$ cat src/hdl/dcr_pkg.sv
package dcr_pkg;

    localparam int DEPTH    = 512;
    localparam int IDX_W    = $clog2(DEPTH);
    localparam int CNT_W    = $clog2(DEPTH + 1);
    localparam int SMP_W    = 16;
    localparam int OUT_W    = 17;
    // exact window sum: DEPTH samples of SMP_W bits, signed
    localparam int SUM_W    = SMP_W + IDX_W;
    localparam int DIVCNT_W = $clog2(SUM_W + 1);

    typedef logic signed [SMP_W-1:0] sample_t;
    typedef logic signed [OUT_W-1:0] result_t;
    typedef logic signed [SUM_W-1:0] sum_t;
    typedef logic [SUM_W-1:0]        mag_t;
    typedef logic [CNT_W-1:0]        divisor_t;
    typedef logic [IDX_W-1:0]        index_t;

    typedef enum logic [3:0] {
        ST_IDLE = 4'b0001,
        ST_READ = 4'b0010,
        ST_DIV  = 4'b0100,
        ST_DONE = 4'b1000
    } state_t;

    typedef struct packed {
        logic start;
        logic done;
    } div_ctrl_t;

endpackage

$ cat src/hdl/dcr_div.sv
// Restoring divider, one quotient bit per cycle, MSB first.
module dcr_div (
    input  logic                clk,
    input  logic                rst_n,
    input  dcr_pkg::div_ctrl_t  ctrl_in,
    output dcr_pkg::div_ctrl_t  ctrl_out,
    input  dcr_pkg::mag_t       dividend,
    input  dcr_pkg::divisor_t   divisor,
    output dcr_pkg::mag_t       quotient
);
    import dcr_pkg::*;

    logic                busy_reg, busy_next;
    logic                done_reg, done_next;
    logic [DIVCNT_W-1:0] cnt_reg, cnt_next;
    mag_t                q_reg, q_next;
    divisor_t            rem_reg, rem_next;
    divisor_t            dvs_reg, dvs_next;
    logic [CNT_W:0]      rem_sh;
    logic [CNT_W:0]      rem_sub;
    logic                ge;

    always_comb
    begin
        rem_sh  = {rem_reg, q_reg[SUM_W-1]};
        rem_sub = rem_sh - {1'b0, dvs_reg};
        ge      = (rem_sh >= {1'b0, dvs_reg});

        busy_next = busy_reg;
        done_next = 1'b0;
        cnt_next  = cnt_reg;
        q_next    = q_reg;
        rem_next  = rem_reg;
        dvs_next  = dvs_reg;

        if (ctrl_in.start)
        begin
            busy_next = 1'b1;
            cnt_next  = '0;
            q_next    = dividend;
            rem_next  = '0;
            dvs_next  = divisor;
        end
        else if (busy_reg)
        begin
            q_next   = {q_reg[SUM_W-2:0], ge};
            rem_next = ge ? rem_sub[CNT_W-1:0] : rem_sh[CNT_W-1:0];
            cnt_next = cnt_reg + 1'b1;
            if (cnt_reg == DIVCNT_W'(SUM_W - 1))
            begin
                busy_next = 1'b0;
                done_next = 1'b1;
            end
        end
    end

    always_ff @(posedge clk or negedge rst_n)
    begin
        if (!rst_n)
        begin
            busy_reg <= 1'b0;
            done_reg <= 1'b0;
            cnt_reg  <= '0;
        end
        else
        begin
            busy_reg <= busy_next;
            done_reg <= done_next;
            cnt_reg  <= cnt_next;
        end
    end

    always_ff @(posedge clk)
    begin
        q_reg   <= q_next;
        rem_reg <= rem_next;
        dvs_reg <= dvs_next;
    end

    assign quotient       = q_reg;
    assign ctrl_out.start = 1'b0;
    assign ctrl_out.done  = done_reg;

endmodule

$ cat config.mk
export PLATFORM = sky130hd
export DESIGN_NAME = dcr_div
export DESIGN_NICKNAME = d
export VERILOG_FILES = /design/src/hdl/dcr_pkg.sv /design/src/hdl/dcr_div.sv
export SDC_FILE = /design/constraint.sdc
export NUM_CORES = 1
export LEC_CHECK = 0
export BUFFER_PORTS_ARGS = -buffer_cell sky130_fd_sc_hd__buf_4
export CORE_UTILIZATION = 45
export CTS_BUF_LIST = sky130_fd_sc_hd__clkbuf_16
export DETAILED_ROUTE_END_ITERATION = 10
export PLACE_DENSITY = 0.71
export SLEW_MARGIN = 40
export SYNTH_ARGS = -nofsm -noshare
export SYNTH_HDL_FRONTEND = slang
export SYNTH_SLANG_ARGS = --single-unit
$ cat constraint.sdc
create_clock -name clk -period 5.1 [get_ports clk]
set_input_delay 1.02 -clock clk [delete_from_list [all_inputs] [get_ports clk]]
set_output_delay 1.02 -clock clk [all_outputs]
set_load 0.02 [all_outputs]
-- Yosys cells after proc, flatten, opt, wreduce, memory -nomap -nowiden
Cells that the tools add are included.
Widths: inputs -> output; s select.
- register bits after elaboration: 52
- input port bits: 39
- logic and storage cells: 22
- add/sub/neg operators: 2
- $lt $le $gt $ge: 1
- equal/unequal tests: 1
- muxes and demuxes: 11
- reduce and logical (&&, ||, !) cells: 1
- operators by type and width (operator ; count):
    $mux 25 ; 2
    $ge 11x10->1 ; 1
    $mux 10 ; 1
    $mux 5 ; 2
    $sub 10x10->10 ; 1
    $mux 1 ; 6
    $add 5x1->5 const B ; 1
    $eq 5x5->1 const B ; 1
    $reduce_bool 2->1 ; 1

-- Logic depth before layout (Yosys ltp)
- depth in word-level cells: 4
- gate-level depth with buffers: 10
- gate-level depth less buffers: 10

-- Worst setup path after synthesis
OpenSTA, ideal clock, no wires.
- path kind: register to register
- from: register q_reg[24] (netlist: quotient[24])
- to: register rem_reg[6]
- library setup time: 0.086 ns
- data arrival time: 2.130 ns
- data required time: 5.014 ns
- path slack: 2.885 ns
- cell stages (with the launch flop): 11
- buffers on the path: 0
- clock period less this slack: 2.215 ns
- path through: edfxtp_1 > inv_1 > ha_1 > inv_1 > fa_1 > a211oi_1 > nor3b_1 > o22ai_1 > xnor2_1 > mux2i_1 > a211oi_1
- cells in the longest elaborated chain, start to end: 2
- RTL lines (what ; RTL line ; RTL):
    start: declaration ; dcr_div.sv:16 ; mag_t q_reg, q_next;
    start signal: assignment ; dcr_div.sv:75 ; q_reg <= q_next;
    $sub 10x10->10 / $ge 11x10->1 (equally long branches) ; dcr_div.sv:26, dcr_div.sv:27 ;
    $mux 10 * ; dcr_div.sv:47 ; rem_next = ge ? rem_sub[CNT_W-1:0] : rem_sh[CNT_W-1:0];
    end signal: assignment ; dcr_div.sv:76 ; rem_reg <= rem_next;
    end: declaration ; dcr_div.sv:17 ; divisor_t rem_reg, rem_next;
Every way passes the cells marked *; elsewhere a longest branch is shown, timed or not.
A chain may end at the register's enable or synchronous reset.

-- Final worst setup path
- from: register q_reg[24] (netlist: quotient[24])
- to: register rem_reg[8]
The elaborated chain is that of the path after synthesis.

==> results.ini <==
[cells_and_area]
nFillCells = 484
largest_reg_flops = 25
drive_gt1_share_pct = 33.8
layout.nets = 326
syn2layout_area_growth_pct = 24.4
diodes = 0
final_area_sq_mm = 0.00330

[power]
p_comb_share_pct = 37.3
ir_worst_vdd_mv = 0.237
seq_power_share_pct = 39.9
intPower_mw = 0.974
leakage_nw = 1.44
swShare_pct = 32.5
p_clk_share_pct = 22.8
net-switching-power_mw = 0.469
power_density_mw_per_mm2 = 438

[route]
num_vias = 1780
wl_per_cell_um = 13.7
drc = 0
drt_pre_antenna_iters = 4
ant_nets = 0
drtIter0Drc = 97
wl_mm = 4.76
vias_per_cell = 5.13

[floorplanning]
coreArea_sq_mm = 0.00561
fp.dieH_um = 78.8
die-area_sq_mm = 0.00620
rows = 27
initial_core_util_pct = 47.3
die_w_um = 78.8
ios = 66

[cts]
cts.sinks = 52
cts_hold_buf = 0
numCtsBuffers = 5
cts_tree = yes
root_buffer = clkbuf_16
clockBufferDepth = 2
cts_setup_buffers = 0
clk_latency_ns = 0.29
htree_num_levels = 2
clk_pin_slew_ns = 0.07
cts.repair.resized = 0

[placement]
place.gp.congestion = 0.759
post-dp-hpwl_mm = 3.40
dpl-instance-area_sq_mm = 0.00315
portBuffers = 63

[sta]
period_share_pct = 45.1
fin_worst_skew_ns = 0.00373
hold_viol_final = 0
maxSlewViolCount = 0
rsz0062_at_grt = no
setup_tns_ns = 0
fmax_ghz = 0.435
max_slew.worst_pin.slew_ns = 0.608
timing.slew.headroom_pct = 59.5
setup_viol = 0
period_needed_ns = 2.30

[yosys]
synth-seq-cells = 52
synthCells = 215
synth.distinct_cells = 45
synth_area_sq_mm = 0.00265
synth_area_per_cell_sq_um = 12.3
synth-warning-count = 0
ys_seq_area_share_pct = 53.8
synth_fp_nets = 267

[setup_path]
cp_num_buf_inv = 2
reg2reg_depth = 10
critPathMaxStageDelay_ns = 0.41
critical_path_arrival_ns = 2.50
crit_chain = inv_1, ha_1, inv_1, fa_1, a211oi_1, nor3b_1, o22ai_1, xnor2_1, mux2i_1, a211oi_1
crit_fanout = 3
end_kind = flop
cpLargestDelayFamily = compound AO/OA/AOI/OAI gates
cpMaxStageDelayCell = fa_1
start_kind = flop
crit_type = flop to flop
crit_cells = 10
required_ns = 5.30

[grt]
grt_pass1_vias = 1721
grt_pass1_wl_mm = 7.71
grt_max_degree = 53
grt_overflow_total = 0
grt_usage_pct = 16.3
antenna_found_initial = 0

[flow_run]
maxCapViolCount = 0

[status]
status = finished, final reports clean

[worst_hold_path]
hold_class = flop to flop
hold_depth = 2

==> final timing paths <==
check                                   startpoint                      end  slack [ns]
min in group asynchronous                    rst_n   cnt_reg[4]$_DFFE_PN0P_        0.53
max in group asynchronous                    rst_n       busy_reg$_DFF_PN0_        4.44
hold reg to reg            rem_reg[7]$_SDFFE_PP0P_  rem_reg[7]$_SDFFE_PP0P_        0.51
setup reg to reg            quotient[24]$_DFFE_PP_  rem_reg[8]$_SDFFE_PP0P_        2.80
hold / removal             rem_reg[7]$_SDFFE_PP0P_  rem_reg[7]$_SDFFE_PP0P_        0.51
setup / recovery            quotient[24]$_DFFE_PP_  rem_reg[8]$_SDFFE_PP0P_        2.80
==> cells in the mapped netlist (all sizes together) <==
| library cell | instances | area, sq um |
|---|---|---|
| nor2b | 1 | 6.26 |
| a21o | 2 | 15.0 |
| dfxtp | 10 | 200 |
| edfxtp | 35 | 1050 |
| a21oi | 3 | 15.0 |
| xor2 | 5 | 43.8 |
| nand4 | 4 | 25.0 |
| a2111o | 1 | 11.3 |
| o31ai | 1 | 7.51 |
| a221o | 1 | 10.0 |
| inv | 17 | 63.8 |
| a211o | 1 | 8.76 |
| buf | 6 | 46.3 |
| a221oi | 1 | 8.76 |
| or3 | 1 | 6.26 |
| ha | 12 | 150 |
| o21ai | 2 | 10.0 |
| clkbuf | 5 | 18.8 |
| a211oi | 9 | 72.6 |
| mux2 | 26 | 297 |
| mux2i | 9 | 90.1 |
| dfrtp | 7 | 175 |
| nor2 | 28 | 105 |
| fa | 1 | 20.0 |
| a2111oi | 2 | 25.0 |
| o21a | 3 | 22.5 |
| nor3 | 4 | 20.0 |
| xnor2 | 5 | 43.8 |
| nand2b | 1 | 6.26 |
| o311a | 1 | 10.0 |
| nand3 | 1 | 5.00 |
| o22ai | 2 | 12.5 |
| conb | 1 | 3.75 |
| nor3b | 1 | 7.51 |
| nand2 | 4 | 22.5 |
| nand4b | 1 | 8.76 |
| or2 | 1 | 6.26 |
==> through the flow <==
| stage | power [mW] | hold slack (ns) | worst slack [ns] | utilization, % | std cells |
|---|---|---|---|---|---|
| 4_1_cts | 1.46 | 0.508 | 2.79 | 58.8 | 347 |
| 3_5_place_dp | 1.12 | 0.499 | 2.59 | 56.2 | 339 |
| 2_1_floorplan | 1.01 | 0.479 | 2.88 | - | 215 |
| 5_1_grt | 1.53 | 0.527 | 2.58 | 58.8 | 347 |
| 6_report | 1.44 | 0.507 | 2.80 | 58.8 | 347 |
| 3_3_place_gp | 1.11 | 0.495 | 2.34 | 56.2 | 339 |
==> layout make-up <==
| type | instances | area (sq um) | share of cell area [%] |
|---|---|---|---|
| clock buffers | 5 | 125 | 3.79 |
| clock inverters | 3 | 22.5 | 0.683 |
| inverters | 17 | 63.8 | 1.93 |
| multi-input cells | 135 | 1100 | 33.2 |
| flip-flops and latches | 52 | 1430 | 43.3 |
| well taps | 72 | 90.1 | 2.73 |
| repair buffers | 63 | 473 | 14.3 |
==> power by group through the flow <==
stage	combinational (mW)	sequential (mW)	clock [mW]
CTS	0.542	0.576	0.339
global route	0.594	0.585	0.350
detailed placement	0.539	0.585	0
finish	0.538	0.576	0.329
floorplan	0.407	0.606	0
global placement	0.529	0.581	0
==> per-layer routing <==
metal | wire length, um | up-vias | part of all wire, % | global-route usage (%)
met1 | 2190 | 845 | 46 | 19.7
met4 | 64 | 0 | 1.3 | 5.93
met5 | 0 | - | 0 | 0
met3 | 171 | 5 | 3.6 | 3.91
li1 | - | 888 | - | -
met2 | 2340 | 42 | 49 | 28.1
==> tightest hold or removal path, stage by stage, from the launching register on <==
cell and delay, ns:
dfxtp_1 0.32, nor2_1 0.09, a211oi_1 0.05
==> placed cells by master, fill, tap and decap left out, drive strengths merged, types with 2 or more instances in the layout <==
| cell | n |
|---|---|
| a2111oi | 2 |
| a211oi | 9 |
| a21o | 2 |
| a21oi | 3 |
| buf | 63 |
| clkbuf | 5 |
| clkinv | 2 |
| dfrtp | 7 |
| dfxtp | 10 |
| edfxtp | 35 |
| ha | 12 |
| inv | 18 |
| mux2 | 26 |
| mux2i | 9 |
| nand2 | 4 |
| nand4 | 4 |
| nor2 | 28 |
| nor3 | 4 |
| o21a | 3 |
| o21ai | 2 |
| o22ai | 2 |
| xnor2 | 5 |
| xor2 | 5 |
==> logic make-up after synthesis <==
group | Yosys count | synth area share (%)
XOR/XNOR | 10 | 3.30
AO/OA/AOI/OAI | 29 | 8.64
AND/OR/NAND/NOR | 47 | 8.26
adder cells (fa/ha/maj) | 13 | 6.42
multiplexers | 35 | 14.6
flip-flops | 52 | 53.8
other | 1 | 0.141
buffers and inverters | 28 | 4.86
No activity file was read; power rests on OpenSTA's default activity.
